$ cat config.mk
export PLATFORM = sky130hd
export DESIGN_NAME = strict_priority_four_queue_stats_unit
export DESIGN_NICKNAME = d
export VERILOG_FILES = /design/src/rtl/spfq_pkg.sv /design/src/rtl/spfq_front.sv /design/src/rtl/spfq_back.sv /design/src/rtl/strict_priority_four_queue_stats_unit.sv
export SDC_FILE = /design/constraint.sdc
export NUM_CORES = 2
export LEC_CHECK = 0
export ABC_AREA = 0
export BUFFER_PORTS_ARGS = -buffer_cell sky130_fd_sc_hd__buf_2
export CAP_MARGIN = 15
export CORE_ASPECT_RATIO = 0.75
export CORE_UTILIZATION = 50
export CTS_BUF_LIST = sky130_fd_sc_hd__clkbuf_4 sky130_fd_sc_hd__clkbuf_8
export DETAILED_ROUTE_END_ITERATION = 16
export GPL_TIMING_DRIVEN = 0
export PLACE_DENSITY = 0.67
export SLEW_MARGIN = 5
export SYNTH_ARGS = -nofsm -noshare
export SYNTH_HDL_FRONTEND = slang
export SYNTH_SLANG_ARGS = --single-unit
$ cat constraint.sdc
create_clock -name i_clk -period 10.3 [get_ports i_clk]
set_input_delay 0.515 -clock i_clk [delete_from_list [all_inputs] [get_ports i_clk]]
set_output_delay 0.515 -clock i_clk [all_outputs]
set_load 0.1 [all_outputs]
$ cat src/rtl/spfq_pkg.sv
// ----------------------------------------------------------------------------
// spfq_pkg
// Shared codes, character constants and the command type passed from the
// front part to the back part of the strict priority four queue unit.
// ----------------------------------------------------------------------------
package spfq_pkg;

    localparam int NUM_CLASSES = 4;

    localparam logic [1:0] REQ_ARRIVE = 2'd0;
    localparam logic [1:0] REQ_SERVE  = 2'd1;
    localparam logic [1:0] REQ_QUERY  = 2'd2;
    localparam logic [1:0] REQ_REPORT = 2'd3;

    localparam logic [1:0] ST_OK        = 2'd0;
    localparam logic [1:0] ST_BAD_CLASS = 2'd1;
    localparam logic [1:0] ST_EMPTY     = 2'd2;
    localparam logic [1:0] ST_FULL      = 2'd3;

    localparam logic [1:0] CLS_V = 2'd0;
    localparam logic [1:0] CLS_A = 2'd1;
    localparam logic [1:0] CLS_D = 2'd2;
    localparam logic [1:0] CLS_B = 2'd3;

    localparam logic [7:0] CHAR_V      = 8'h56;
    localparam logic [7:0] CHAR_A      = 8'h41;
    localparam logic [7:0] CHAR_D      = 8'h44;
    localparam logic [7:0] CHAR_B      = 8'h42;
    localparam logic [7:0] CHAR_LOW_A  = 8'h61;
    localparam logic [7:0] CHAR_LOW_Z  = 8'h7a;
    localparam logic [7:0] CASE_OFFSET = 8'h20;

    localparam logic signed [12:0] MINUTES_PER_HOUR = 13'sd60;
    localparam logic [15:0]        COUNT_MAX        = 16'hffff;
    localparam logic [6:0]         PEAK_MAX         = 7'd127;

    typedef struct packed {
        logic [1:0]  req;
        logic [15:0] ticket;
        logic        cls_ok;
        logic [1:0]  cls;
        logic [4:0]  hour;
        logic [5:0]  minute;
    } t_cmd;

endpackage

$ cat src/rtl/spfq_front.sv
// ----------------------------------------------------------------------------
// spfq_front
// Accepts request items, folds the class character to a class code and holds
// the decoded commands in a two-entry queue for the back part.
// ----------------------------------------------------------------------------
module spfq_front (
    input  logic               i_clk,
    input  logic               i_rst_n,
    input  logic               i_in_valid,
    output logic               o_in_stall,
    input  logic [1:0]         i_req_type,
    input  logic [15:0]        i_ticket,
    input  logic [7:0]         i_class_char,
    input  logic [4:0]         i_hour,
    input  logic [5:0]         i_minute,
    input  logic               i_pop,
    output logic               o_cmd_valid,
    output spfq_pkg::t_cmd     o_cmd
);
    import spfq_pkg::*;

    localparam int QD = 2;

    t_cmd       w_cmd;
    logic [7:0] w_char;
    logic       w_push;

    t_cmd       r_q [QD];
    logic       r_wptr;
    logic       r_rptr;
    logic [1:0] r_count;
    logic [1:0] n_count;

    // upper-case and classify
    always_comb begin
        w_char = i_class_char;
        if (i_class_char >= CHAR_LOW_A && i_class_char <= CHAR_LOW_Z) begin
            w_char = i_class_char - CASE_OFFSET;
        end
        w_cmd.req    = i_req_type;
        w_cmd.ticket = i_ticket;
        w_cmd.hour   = i_hour;
        w_cmd.minute = i_minute;
        w_cmd.cls_ok = 1'b1;
        case (w_char)
            CHAR_V: begin
                w_cmd.cls = CLS_V;
            end
            CHAR_A: begin
                w_cmd.cls = CLS_A;
            end
            CHAR_D: begin
                w_cmd.cls = CLS_D;
            end
            CHAR_B: begin
                w_cmd.cls = CLS_B;
            end
            default: begin
                w_cmd.cls    = CLS_V;
                w_cmd.cls_ok = 1'b0;
            end
        endcase
    end

    assign o_in_stall  = (r_count == 2'(QD));
    assign w_push      = i_in_valid && !o_in_stall;
    assign o_cmd_valid = (r_count != 2'd0);
    assign o_cmd       = r_q[r_rptr];

    always_comb begin
        n_count = r_count;
        if (w_push && !i_pop) begin
            n_count = r_count + 2'd1;
        end else if (!w_push && i_pop) begin
            n_count = r_count - 2'd1;
        end
    end

    always_ff @(posedge i_clk) begin
        if (!i_rst_n) begin
            r_wptr  <= 1'b0;
            r_rptr  <= 1'b0;
            r_count <= 2'd0;
        end else begin
            r_count <= n_count;
            if (w_push) begin
                r_wptr <= ~r_wptr;
            end
            if (i_pop) begin
                r_rptr <= ~r_rptr;
            end
        end
    end

    always_ff @(posedge i_clk) begin
        if (w_push) begin
            r_q[r_wptr] <= w_cmd;
        end
    end

endmodule

$ cat src/rtl/spfq_back.sv
// ----------------------------------------------------------------------------
// spfq_back
// Executes decoded commands: keeps the four class rings in one entry memory,
// the per-class pointers, lengths and totals, the statistics, and the result
// register that faces the output channel.
// ----------------------------------------------------------------------------
module spfq_back #(
    parameter int QUEUE_DEPTH = 16
) (
    input  logic                i_clk,
    input  logic                i_rst_n,
    input  logic                i_cmd_valid,
    input  spfq_pkg::t_cmd      i_cmd,
    output logic                o_pop,
    output logic                o_out_valid,
    input  logic                i_out_stall,
    output logic [1:0]          o_status,
    output logic [1:0]          o_served_class,
    output logic [15:0]         o_served_ticket,
    output logic signed [11:0]  o_wait_minutes,
    output logic [15:0]         o_value_red,
    output logic [15:0]         o_value_yellow,
    output logic [15:0]         o_value_green,
    output logic [15:0]         o_value_white,
    output logic [15:0]         o_total_served,
    output logic [6:0]          o_peak_occupancy,
    output logic [10:0]         o_max_wait
);
    import spfq_pkg::*;

    localparam int PW        = $clog2(QUEUE_DEPTH);
    localparam int LW        = $clog2(QUEUE_DEPTH + 1);
    localparam int TW        = LW + 2;
    localparam int AW        = PW + 2;
    localparam int MEM_DEPTH = NUM_CLASSES * (1 << PW);

    typedef enum logic [1:0] {
        S_IDLE = 2'b01,
        S_CALC = 2'b10
    } t_state;

    function automatic logic [PW-1:0] adv(input logic [PW-1:0] p);
        return (p == PW'(QUEUE_DEPTH - 1)) ? '0 : p + PW'(1);
    endfunction

    function automatic logic [15:0] sat_inc(input logic [15:0] v);
        return (v == COUNT_MAX) ? v : v + 16'd1;
    endfunction

    t_state        r_state, n_state;
    logic [PW-1:0] r_head [NUM_CLASSES];
    logic [PW-1:0] n_head [NUM_CLASSES];
    logic [PW-1:0] r_tail [NUM_CLASSES];
    logic [PW-1:0] n_tail [NUM_CLASSES];
    logic [LW-1:0] r_len  [NUM_CLASSES];
    logic [LW-1:0] n_len  [NUM_CLASSES];
    logic [15:0]   r_tot  [NUM_CLASSES];
    logic [15:0]   n_tot  [NUM_CLASSES];
    logic [15:0]   r_served, n_served;
    logic [6:0]    r_peak, n_peak;
    logic [10:0]   r_maxw, n_maxw;
    logic [1:0]    r_cls, n_cls;
    logic [4:0]    r_svc_hour, n_svc_hour;
    logic [5:0]    r_svc_min, n_svc_min;

    logic [26:0]   r_mem [MEM_DEPTH];
    logic [26:0]   r_rd_data;
    logic          w_mem_we;
    logic          w_mem_re;
    logic [AW-1:0] w_wr_addr;
    logic [AW-1:0] w_rd_addr;

    logic               r_o_valid, n_o_valid;
    logic [1:0]         r_o_status, n_o_status;
    logic [1:0]         r_o_cls, n_o_cls;
    logic [15:0]        r_o_ticket, n_o_ticket;
    logic signed [11:0] r_o_wait, n_o_wait;
    logic [15:0]        r_o_val [NUM_CLASSES];
    logic [15:0]        n_o_val [NUM_CLASSES];
    logic [15:0]        r_o_total, n_o_total;
    logic [6:0]         r_o_peak, n_o_peak;
    logic [10:0]        r_o_maxw, n_o_maxw;

    logic               w_out_free;
    logic               w_load;
    logic               w_any;
    logic [1:0]         w_sel;
    logic [TW-1:0]      w_total;
    logic [15:0]        w_total16;
    logic [6:0]         w_peak_cand;
    logic signed [12:0] w_dh;
    logic signed [12:0] w_dm;
    logic signed [12:0] w_wait;

    assign w_out_free = !r_o_valid || !i_out_stall;

    // highest-priority (lowest-index) nonempty class
    always_comb begin
        w_any = 1'b0;
        w_sel = CLS_V;
        for (int k = NUM_CLASSES - 1; k >= 0; k--) begin
            if (r_len[k] != '0) begin
                w_any = 1'b1;
                w_sel = 2'(k);
            end
        end
    end

    always_comb begin
        w_dh   = $signed({8'b0, r_svc_hour}) - $signed({8'b0, r_rd_data[10:6]});
        w_dm   = $signed({7'b0, r_svc_min}) - $signed({7'b0, r_rd_data[5:0]});
        w_wait = 13'(w_dh * MINUTES_PER_HOUR) + w_dm;
    end

    always_comb begin
        n_state    = r_state;
        n_head     = r_head;
        n_tail     = r_tail;
        n_len      = r_len;
        n_tot      = r_tot;
        n_served   = r_served;
        n_peak     = r_peak;
        n_maxw     = r_maxw;
        n_cls      = r_cls;
        n_svc_hour = r_svc_hour;
        n_svc_min  = r_svc_min;
        o_pop      = 1'b0;
        w_mem_we   = 1'b0;
        w_mem_re   = 1'b0;
        w_wr_addr  = {i_cmd.cls, r_tail[i_cmd.cls]};
        w_rd_addr  = {w_sel, r_head[w_sel]};
        w_load     = 1'b0;
        w_total    = '0;
        w_total16  = '0;
        w_peak_cand = '0;
        n_o_status = r_o_status;
        n_o_cls    = r_o_cls;
        n_o_ticket = r_o_ticket;
        n_o_wait   = r_o_wait;
        n_o_val    = r_o_val;
        n_o_total  = r_o_total;
        n_o_peak   = r_o_peak;
        n_o_maxw   = r_o_maxw;

        case (r_state)
            S_IDLE: begin
                if (i_cmd_valid && w_out_free) begin
                    o_pop      = 1'b1;
                    w_load     = 1'b1;
                    n_o_status = ST_OK;
                    n_o_cls    = CLS_V;
                    n_o_ticket = '0;
                    n_o_wait   = '0;
                    for (int k = 0; k < NUM_CLASSES; k++) begin
                        n_o_val[k] = '0;
                    end
                    case (i_cmd.req)
                        REQ_ARRIVE: begin
                            if (!i_cmd.cls_ok) begin
                                n_o_status = ST_BAD_CLASS;
                            end else if (r_len[i_cmd.cls] == LW'(QUEUE_DEPTH)) begin
                                n_o_status = ST_FULL;
                            end else begin
                                w_mem_we = 1'b1;
                                n_tail[i_cmd.cls] = adv(r_tail[i_cmd.cls]);
                                n_len[i_cmd.cls]  = r_len[i_cmd.cls] + LW'(1);
                                for (int k = 0; k < NUM_CLASSES; k++) begin
                                    w_total = w_total + TW'(n_len[k]);
                                end
                                w_total16   = 16'(w_total);
                                w_peak_cand = (w_total16 > 16'(PEAK_MAX)) ?
                                              PEAK_MAX : w_total16[6:0];
                                if (w_peak_cand > r_peak) begin
                                    n_peak = w_peak_cand;
                                end
                            end
                        end
                        REQ_SERVE: begin
                            if (!w_any) begin
                                n_o_status = ST_EMPTY;
                            end else begin
                                w_load        = 1'b0;
                                w_mem_re      = 1'b1;
                                n_head[w_sel] = adv(r_head[w_sel]);
                                n_len[w_sel]  = r_len[w_sel] - LW'(1);
                                n_tot[w_sel]  = sat_inc(r_tot[w_sel]);
                                n_served      = sat_inc(r_served);
                                n_cls         = w_sel;
                                n_svc_hour    = i_cmd.hour;
                                n_svc_min     = i_cmd.minute;
                                n_state       = S_CALC;
                            end
                        end
                        REQ_QUERY: begin
                            for (int k = 0; k < NUM_CLASSES; k++) begin
                                n_o_val[k] = 16'(r_len[k]);
                            end
                        end
                        REQ_REPORT: begin
                            n_o_val = r_tot;
                        end
                        default: begin
                            n_o_status = ST_OK;
                        end
                    endcase
                end
            end
            S_CALC: begin
                w_load     = 1'b1;
                n_o_status = ST_OK;
                n_o_cls    = r_cls;
                n_o_ticket = r_rd_data[26:11];
                n_o_wait   = w_wait[11:0];
                for (int k = 0; k < NUM_CLASSES; k++) begin
                    n_o_val[k] = '0;
                end
                if (!w_wait[12] && w_wait != '0 && w_wait[10:0] > r_maxw) begin
                    n_maxw = w_wait[10:0];
                end
                n_state = S_IDLE;
            end
            default: begin
                n_state = S_IDLE;
            end
        endcase

        if (w_load) begin
            n_o_total = n_served;
            n_o_peak  = n_peak;
            n_o_maxw  = n_maxw;
        end

        if (w_load) begin
            n_o_valid = 1'b1;
        end else if (!i_out_stall) begin
            n_o_valid = 1'b0;
        end else begin
            n_o_valid = r_o_valid;
        end
    end

    always_ff @(posedge i_clk) begin
        if (!i_rst_n) begin
            r_state   <= S_IDLE;
            r_o_valid <= 1'b0;
            r_served  <= '0;
            r_peak    <= '0;
            r_maxw    <= '0;
            for (int k = 0; k < NUM_CLASSES; k++) begin
                r_head[k] <= '0;
                r_tail[k] <= '0;
                r_len[k]  <= '0;
                r_tot[k]  <= '0;
            end
        end else begin
            r_state   <= n_state;
            r_o_valid <= n_o_valid;
            r_served  <= n_served;
            r_peak    <= n_peak;
            r_maxw    <= n_maxw;
            r_head    <= n_head;
            r_tail    <= n_tail;
            r_len     <= n_len;
            r_tot     <= n_tot;
        end
    end

    always_ff @(posedge i_clk) begin
        r_cls      <= n_cls;
        r_svc_hour <= n_svc_hour;
        r_svc_min  <= n_svc_min;
        r_o_status <= n_o_status;
        r_o_cls    <= n_o_cls;
        r_o_ticket <= n_o_ticket;
        r_o_wait   <= n_o_wait;
        r_o_val    <= n_o_val;
        r_o_total  <= n_o_total;
        r_o_peak   <= n_o_peak;
        r_o_maxw   <= n_o_maxw;
    end

    // entry memory
    always_ff @(posedge i_clk) begin
        if (w_mem_we) begin
            r_mem[w_wr_addr] <= {i_cmd.ticket, i_cmd.hour, i_cmd.minute};
        end
    end

    always_ff @(posedge i_clk) begin
        if (w_mem_re) begin
            r_rd_data <= r_mem[w_rd_addr];
        end
    end

    assign o_out_valid      = r_o_valid;
    assign o_status         = r_o_status;
    assign o_served_class   = r_o_cls;
    assign o_served_ticket  = r_o_ticket;
    assign o_wait_minutes   = r_o_wait;
    assign o_value_red      = r_o_val[0];
    assign o_value_yellow   = r_o_val[1];
    assign o_value_green    = r_o_val[2];
    assign o_value_white    = r_o_val[3];
    assign o_total_served   = r_o_total;
    assign o_peak_occupancy = r_o_peak;
    assign o_max_wait       = r_o_maxw;

endmodule

$ cat src/rtl/strict_priority_four_queue_stats_unit.sv
// ----------------------------------------------------------------------------
// strict_priority_four_queue_stats_unit
// Four strict priority ticket queues (V, A, D, B) with wait and occupancy
// statistics; one result item for each request item.
//
//   channel  direction  handshake                  payload
//   in       into unit  i_in_valid / o_in_stall    req_type ticket class_char
//                                                  hour minute
//   out      from unit  o_out_valid / i_out_stall  status served_class ...
//                                                  max_wait
//
// Requests pass the command queue and the result register; successful serves
// also pass the registered entry memory read port. Rate is one item a cycle
// while i_out_stall is low; a successful serve holds the back part in S_CALC
// before its next pop. Reset is synchronous, active low, and leaves all queues
// empty and all statistics at zero. A two-entry command queue keeps accepting
// while the result register is held by i_out_stall, then stalls the input.
// ----------------------------------------------------------------------------
module strict_priority_four_queue_stats_unit #(
    parameter int QUEUE_DEPTH = 16
) (
    input  logic               i_clk,
    input  logic               i_rst_n,
    input  logic               i_in_valid,
    output logic               o_in_stall,
    input  logic [1:0]         i_req_type,
    input  logic [15:0]        i_ticket,
    input  logic [7:0]         i_class_char,
    input  logic [4:0]         i_hour,
    input  logic [5:0]         i_minute,
    output logic               o_out_valid,
    input  logic               i_out_stall,
    output logic [1:0]         o_status,
    output logic [1:0]         o_served_class,
    output logic [15:0]        o_served_ticket,
    output logic signed [11:0] o_wait_minutes,
    output logic [15:0]        o_value_red,
    output logic [15:0]        o_value_yellow,
    output logic [15:0]        o_value_green,
    output logic [15:0]        o_value_white,
    output logic [15:0]        o_total_served,
    output logic [6:0]         o_peak_occupancy,
    output logic [10:0]        o_max_wait
);
    import spfq_pkg::*;

    t_cmd w_cmd;
    logic w_cmd_valid;
    logic w_pop;

    spfq_front u_front (
        .i_clk        (i_clk),
        .i_rst_n      (i_rst_n),
        .i_in_valid   (i_in_valid),
        .o_in_stall   (o_in_stall),
        .i_req_type   (i_req_type),
        .i_ticket     (i_ticket),
        .i_class_char (i_class_char),
        .i_hour       (i_hour),
        .i_minute     (i_minute),
        .i_pop        (w_pop),
        .o_cmd_valid  (w_cmd_valid),
        .o_cmd        (w_cmd)
    );

    spfq_back #(
        .QUEUE_DEPTH (QUEUE_DEPTH)
    ) u_back (
        .i_clk            (i_clk),
        .i_rst_n          (i_rst_n),
        .i_cmd_valid      (w_cmd_valid),
        .i_cmd            (w_cmd),
        .o_pop            (w_pop),
        .o_out_valid      (o_out_valid),
        .i_out_stall      (i_out_stall),
        .o_status         (o_status),
        .o_served_class   (o_served_class),
        .o_served_ticket  (o_served_ticket),
        .o_wait_minutes   (o_wait_minutes),
        .o_value_red      (o_value_red),
        .o_value_yellow   (o_value_yellow),
        .o_value_green    (o_value_green),
        .o_value_white    (o_value_white),
        .o_total_served   (o_total_served),
        .o_peak_occupancy (o_peak_occupancy),
        .o_max_wait       (o_max_wait)
    );

endmodule
### Word-level counts from Yosys, hierarchy flattened

Memories as Yosys holds them, arrays and structs flattened. A register that Yosys moved wholly into a read port is not among the register bits.
Cells that the tools add are included.

| word-level totals | value |
|---|---|
| register bits | 300 |
| bits in writable memories | 1792 |
| output and inout port bits | 132 |
| word-level logic and storage cells | 223 |
| memories kept | 2 |

| operators by class | value |
|---|---|
| $add $sub $neg | 15 |
| multiply operators | 1 |
| $lt $le $gt $ge | 8 |
| eq/ne operators | 20 |
| multiplexer cells | 101 |
| bitwise logic cells | 5 |
| reduce and logical (&&, ||, !) cells | 33 |

Memories:

| memory | depth | width | rd ports | clocked after Yosys merged registers in | write ports | line | text |
|---|---|---|---|---|---|---|---|
| u_back.r_mem | 64 | 27 | 1 | 1 | 1 | spfq_back.sv:66 | `logic [26:0] r_mem [MEM_DEPTH];` |
| u_front.r_q | 2 | 32 | 1 | 1 | 1 | spfq_front.sv:28 | `t_cmd r_q [QD];` |

Operators with widths:

| cell | count |
|---|---|
| $pmux W64 S2 | 2 |
| $mux W16 | 10 |
| $bwmux W64 | 1 |
| $mux W64 | 1 |
| $mux W20 | 3 |
| $mux W7 | 6 |
| $bwmux W20 | 2 |
| $pmux W20 S2 | 1 |
| $add A16 B1 Y16 const B | 2 |
| $bmux W16 S2 | 1 |
| $bwmux W16 | 2 |
| $demux W16 S2 | 1 |
| $eq A16 B16 Y1 const B | 2 |
| $eq A8 B7 Y1 const B | 4 |
| $mux W4 | 8 |
| $pmux W16 S2 | 1 |
| $mux W5 | 6 |
| $mux W1 | 27 |
| $pmux W12 S2 | 1 |
| $mux W11 | 2 |
| $mux W2 | 11 |
| $bmux W5 S2 | 2 |
| $demux W5 S2 | 2 |
| $reduce_bool A5 Y1 | 4 |
| other kinds (45) | 81 |

### Logic depth before layout (Yosys ltp)

| logic depth | value |
|---|---|
| word-level depth | 16 |
| depth in mapped cells | 30 |
| depth with buffers taken out | 28 |

### By module

A second synthesis with hierarchy kept.

| second synthesis, totals | value |
|---|---|
| cells, all modules | 6267 |
| area total of the unflattened synthesis | 87007.2 µm² |

Modules (own cells, without submodules):

| module | times used | cells an instance | area each (µm²) | sequential area each (µm²) |
|---|---|---|---|---|
| spfq_back | 1 | 6128 | 84365.9 | 60057.6 |
| spfq_front | 1 | 139 | 2641.3 | 2021.9 |

### Worst setup path after synthesis

OpenSTA, ideal clock, no wires.

| path | value |
|---|---|
| path kind | register -> register |
| start | reg u_back.r_state[0] |
| end | reg u_back.r_o_cls[0] (netlist: u_back.o_served_class[0]), enable pin |
| arrival time | 7.394 ns |
| required time | 9.617 ns |
| slack | 2.223 ns |
| cell stages (with the launch flop) | 5 |
| cells stage by stage | dfxtp_1 -> inv_1 -> ha_1 -> inv_1 -> o21ai_0 |

| on the way | value |
|---|---|
| word-level cells in the longest chain between the ends | 3 |
| elaborated cells between the ends (all ways) | 5 |

RTL lines:

| item | line | text |
|---|---|---|
| from (decl) | spfq_back.sv:50 | `t_state r_state, n_state;` |
| from (signal assigned) | spfq_back.sv:256 | `r_state <= n_state;` |
| $eq A2 B1 Y1 / $eq A2 B2 Y1 (equally long branches) | spfq_back.sv:145 | `case (r_state)` |
| $ne A2 B1 Y1 (no source line) / $reduce_bool A2 Y1 (equally long branches) | - |  |
| $reduce_and A2 Y1 (no source line) * | - |  |
| to (signal assigned) | spfq_back.sv:273 | `r_o_cls <= n_o_cls;` |
| to (decl) | spfq_back.sv:75 | `logic [1:0] r_o_cls, n_o_cls;` |

Every way passes the cells marked *; elsewhere a longest branch is shown, timed or not.
A chain may end at the register's enable or synchronous reset.

### Worst setup path in the final report

| path | value |
|---|---|
| start | reg u_back.r_rd_data[7], read port of u_back.r_mem |
| end | reg u_back.r_maxw[5] |

| on the way | value |
|---|---|
| word-level cells in the longest chain between the ends | 8 |
| elaborated cells between the ends (all ways) | 10 |

RTL lines:

| item | line | text |
|---|---|---|
| from (decl) | spfq_back.sv:67 | `logic [26:0] r_rd_data;` |
| $sub A5 B5 Y6 * | spfq_back.sv:110 | `w_dh = $signed({8'b0, r_svc_hour}) - $signed({8'b0, r_rd_data[10:6]});` |
| $mul A13 B5 Y11 * | spfq_back.sv:112 | `w_wait = 13'(w_dh * MINUTES_PER_HOUR) + w_dm;` |
| $add A13 B13 Y13 * | spfq_back.sv:112 |  |
| named net u_back.w_wait[10] | spfq_back.sv:93 | `logic signed [12:0] w_wait;` |
| parallel branches: the longest is 2 deep, another holds $gt A11 B11 Y1 | - |  |
| $logic_and A1 B1 Y1 * | spfq_back.sv:217 | `if (!w_wait[12] && w_wait != '0 && w_wait[10:0] > r_maxw) begin` |
| $mux W11 * | spfq_back.sv:217 |  |
| $mux W11 * | spfq_back.sv:145 |  |
| to (signal assigned) | spfq_back.sv:260 | `r_maxw <= n_maxw;` |
| to (decl) | spfq_back.sv:61 | `logic [10:0] r_maxw, n_maxw;` |

Mark *: on every way through the listed nets, which the timed path passes.

==> reports/qor_table.md <==
| Metric | Reported | Unit |
| --- | --- | --- |
| Status | complete, no violations | - |
| Actual transition at the worst max-transition pin | 1.21 | ns |
| Clock sink total | 2,120 | - |
| Area growth from synthesis to layout | 15.4 | % |
| Kind of launch point of the worst setup path | register | - |
| Core region area | 167,000 | µm² |
| Nature of the critical path endpoint | register | - |
| Most common cell after layout, fill and taps aside | sky130_fd_sc_hd__edfxtp_1 | - |
| Setup-violating endpoint count in the final report | 0 | - |
| Cts-stage hold buffer count | 39 | - |
| CP Class | reg -> reg | - |
| Master of the slowest instance on the critical path | sky130_fd_sc_hd__edfxtp_1 | - |
| Most frequently used flop master after synthesis | sky130_fd_sc_hd__edfxtp_1 | - |
| I/O pin total | 173 | - |
| Overflow left after global routing | 0 | - |
| Fin crit share | 74.5 | % |
| Clock edge transition at the registers on the reported setup and hold paths | 0.06 | ns |
| Synth async-reset ratio | 0 | % |
| Number of global-route vias before repair | 47,100 | - |
| Worst-case clock skew | 0.0711 | ns |
| CTS tree | built | - |
| Cells taking the most area after synthesis | sky130_fd_sc_hd__edfxtp_1 (70%), sky130_fd_sc_hd__mux4_2 (11%), sky130_fd_sc_hd__dfxtp_1 (3.8%) | - |
| Rows | 130 | - |
| Critical path's most frequent cell | sky130_fd_sc_hd__ha_1 | - |
| Smallest setup slack after layout | 2.63 | ns |
| DRT iter0 DRCs | 8,028 | - |
| Initial antenna violation count | 14 | - |
| Max Buffers Root-to-Sink | 4 | - |
| Number of vias after detailed routing | 48,700 | - |
| Post-synth EDFFs | 1,962 | - |
| First-pass detailed-route iteration total | 6 | - |
| Delay contributed by the slowest stage of the critical path | 0.67 | ns |
| Postcts setup bufs | 0 | - |
| GRT Total Usage | 28.8 | % |
| Count of cells resized by post-cts repair | 0 | - |
| Routed length per instance | 31.7 | µm |
| Hold violation total from the final report | 0 | - |
| Number of nets in the layout | 5,344 | - |
| Count of maximum capacitance violations | 0 | - |
| FILL cells | 12,300 | - |
| Setup repair after global routing missed its margin | no | - |
| Class of the tightest hold or removal check | in -> reg | - |
| Achievable frequency | 130 | MHz |
| Drt via density | 6.33 | - |
| Post-route minimum period | 7.67 | ns |
| DRC Markers | 0 | - |
| Average instance area after synthesis | 18.5 | µm² |
| Worst max-slew margin expressed relative to the limit | 19.1 | % |
| Post-synthesis sequential element count | 2,120 | - |
| Number of nets with antenna violations after routing | 0 | - |
| Pin count of the biggest net entering global routing | 66 | - |
| Fraction of layout instances using a drive strength above 1 | 26.3 | % |
| Number of max-slew violations in the final report | 0 | - |
| Combined area of all synthesized cells | 84,300 | µm² |
| Cell type contributing the most total cell area after synthesis | sky130_fd_sc_hd__edfxtp_1 | - |
| Height of the chip | 358 | µm |
| Count of synthesis-stage warnings from yosys | 0 | - |
| Area share of the largest cell type after synthesis | 69.9 | % |
| Arrival time at the worst endpoint | 8.59 | ns |
| Post-Syn Instances | 4,567 | - |
| Post-synthesis cell type count | 82 | - |
| Width of the die | 476 | µm |
| Initial Util | 50.3 | % |
| Global-route wire length before repair | 344,000 | µm |
| Maximum fanout along the worst path | 10 | - |
| Total length of routed wires | 244,000 | µm |
| Number of buffers inserted during clock tree synthesis | 328 | - |
| CTS H-tree lvls | 5 | - |
| Worst-Skew Late Latency | 1.06 | ns |
| Required time at the endpoint of the critical path | 11.22 | ns |
| Post-DP HPWL | 165,000 | µm |
| Synthesized net count | 4,697 | - |
| CTS Root Buffer Type | sky130_fd_sc_hd__clkbuf_8 | - |
| Buffers added on ports | 171 | - |
| Total die area | 170,000 | µm² |
| Share of synthesized area occupied by flip-flops and latches | 73.7 | % |
| Worst-case setup slack after placement | 2.70 | ns |
| RD Place Congestion | 0.952 | - |
| Top library cells by usage in the layout, fill and taps aside | sky130_fd_sc_hd__edfxtp_1 (1,962), sky130_fd_sc_hd__mux4_2 (425), sky130_fd_sc_hd__clkbuf_8 (337) | - |
-- worst max-delay path, delay by kind of cell (launching register included) --
| kind | cells | cell delay (ns) |
|---|---|---|
| adder cells (fa/ha/maj) | 6 | 2.22 |
| AO/OA/AOI/OAI | 6 | 1.54 |
| buffers and inverters | 5 | 1.42 |
| XOR/XNOR | 3 | 0.85 |
| flip-flops | 1 | 0.67 |
| AND/OR/NAND/NOR | 5 | 0.55 |
| multiplexers | 1 | 0.26 |
-- sequential cells by signal, indices dropped and copies added (netlist names), 20 cells and up, named ones only --
register and count:
u_front.r_q 64, u_back.r_mem 1728, u_back.r_len 20, u_back.r_rd_data 27, u_back.r_tot 64
-- final timing paths --
check                      startpoint                 end  slack (ns)  depth (start not counted)
hold / removal        i_class_char[1]  u_front.r_q[0][13]        0.15                          3
setup reg to reg  u_back.r_rd_data[7]    u_back.r_maxw[5]        2.63                         26
hold reg to reg      u_back.r_tot[46]    u_back.r_tot[46]        0.46                          2
setup / recovery  u_back.r_rd_data[7]    u_back.r_maxw[5]        2.63                         26
-- metrics by stage --
step                setup TNS [ns]  instances  area, µm²  utilization [%]  hold WS (ns)
finish                           0       7696      97300             58.1         0.155
global route                     0       7692      97300             58.1         0.155
CTS                              0       7684      97200             58.1        0.0375
detailed placement               0       7084      90700             54.2         0.447
global placement           -232.41       6982      87900             52.5         0.444
floorplan                        0       4567      84300                -         0.433
-- cells in the mapped netlist (45+ instances only) --
cell type / count
sky130_fd_sc_hd__a21oi_1: 126
sky130_fd_sc_hd__buf_2: 66
sky130_fd_sc_hd__clkbuf_1: 134
sky130_fd_sc_hd__xnor2_1: 45
sky130_fd_sc_hd__mux4_2: 425
sky130_fd_sc_hd__nand4_1: 51
sky130_fd_sc_hd__ha_1: 71
sky130_fd_sc_hd__nor2_1: 176
sky130_fd_sc_hd__nand2_1: 244
sky130_fd_sc_hd__mux2i_1: 69
sky130_fd_sc_hd__and2_1: 101
sky130_fd_sc_hd__nand3_1: 60
sky130_fd_sc_hd__inv_1: 97
sky130_fd_sc_hd__dfxtp_1: 158
sky130_fd_sc_hd__edfxtp_1: 1962
sky130_fd_sc_hd__a22oi_1: 212
sky130_fd_sc_hd__o21ai_0: 73
sky130_fd_sc_hd__mux2_2: 54
-- per-layer routing --
layer  track usage, %  share of wire [%]  wire length [µm]
met3             7.24                 12             29100
met1             43.5                 42            101000
met4             9.94                3.2              7740
met5                0              0.016                39
met2             40.9                 43            106000
-- cell families (layout without fill, tap and decap cells) --
family	after synthesis	after routing	synth area share (%)
DFF	2120	2120	73.7
and+or+nand+nor	803	803	4.68
AOI/OAI and AO/OA	603	603	4.90
muxes	548	548	12.9
buffers and inverters	334	1212	1.63
adders and majority gates	89	89	1.48
xor gates and xnor gates	70	70	0.744
other	0	7	0
-- final cells by class --
type | instances | area [µm²] | area share, %
Multi-Input combinational cell | 2113 | 21400 | 22.0
Timing Repair Buffer | 317 | 3510 | 3.61
Inverter | 101 | 379 | 0.390
Antenna cell | 7 | 17.5 | 0.0180
Tap cell | 2244 | 2810 | 2.89
Clock buffer | 441 | 5420 | 5.57
Clock inverter | 120 | 671 | 0.689
Sequential cell | 2120 | 62100 | 63.8
Buffer | 233 | 992 | 1.02
Power is not shown: default switching activity piles up to over one toggle a cycle in this logic, so the estimate is an artifact.
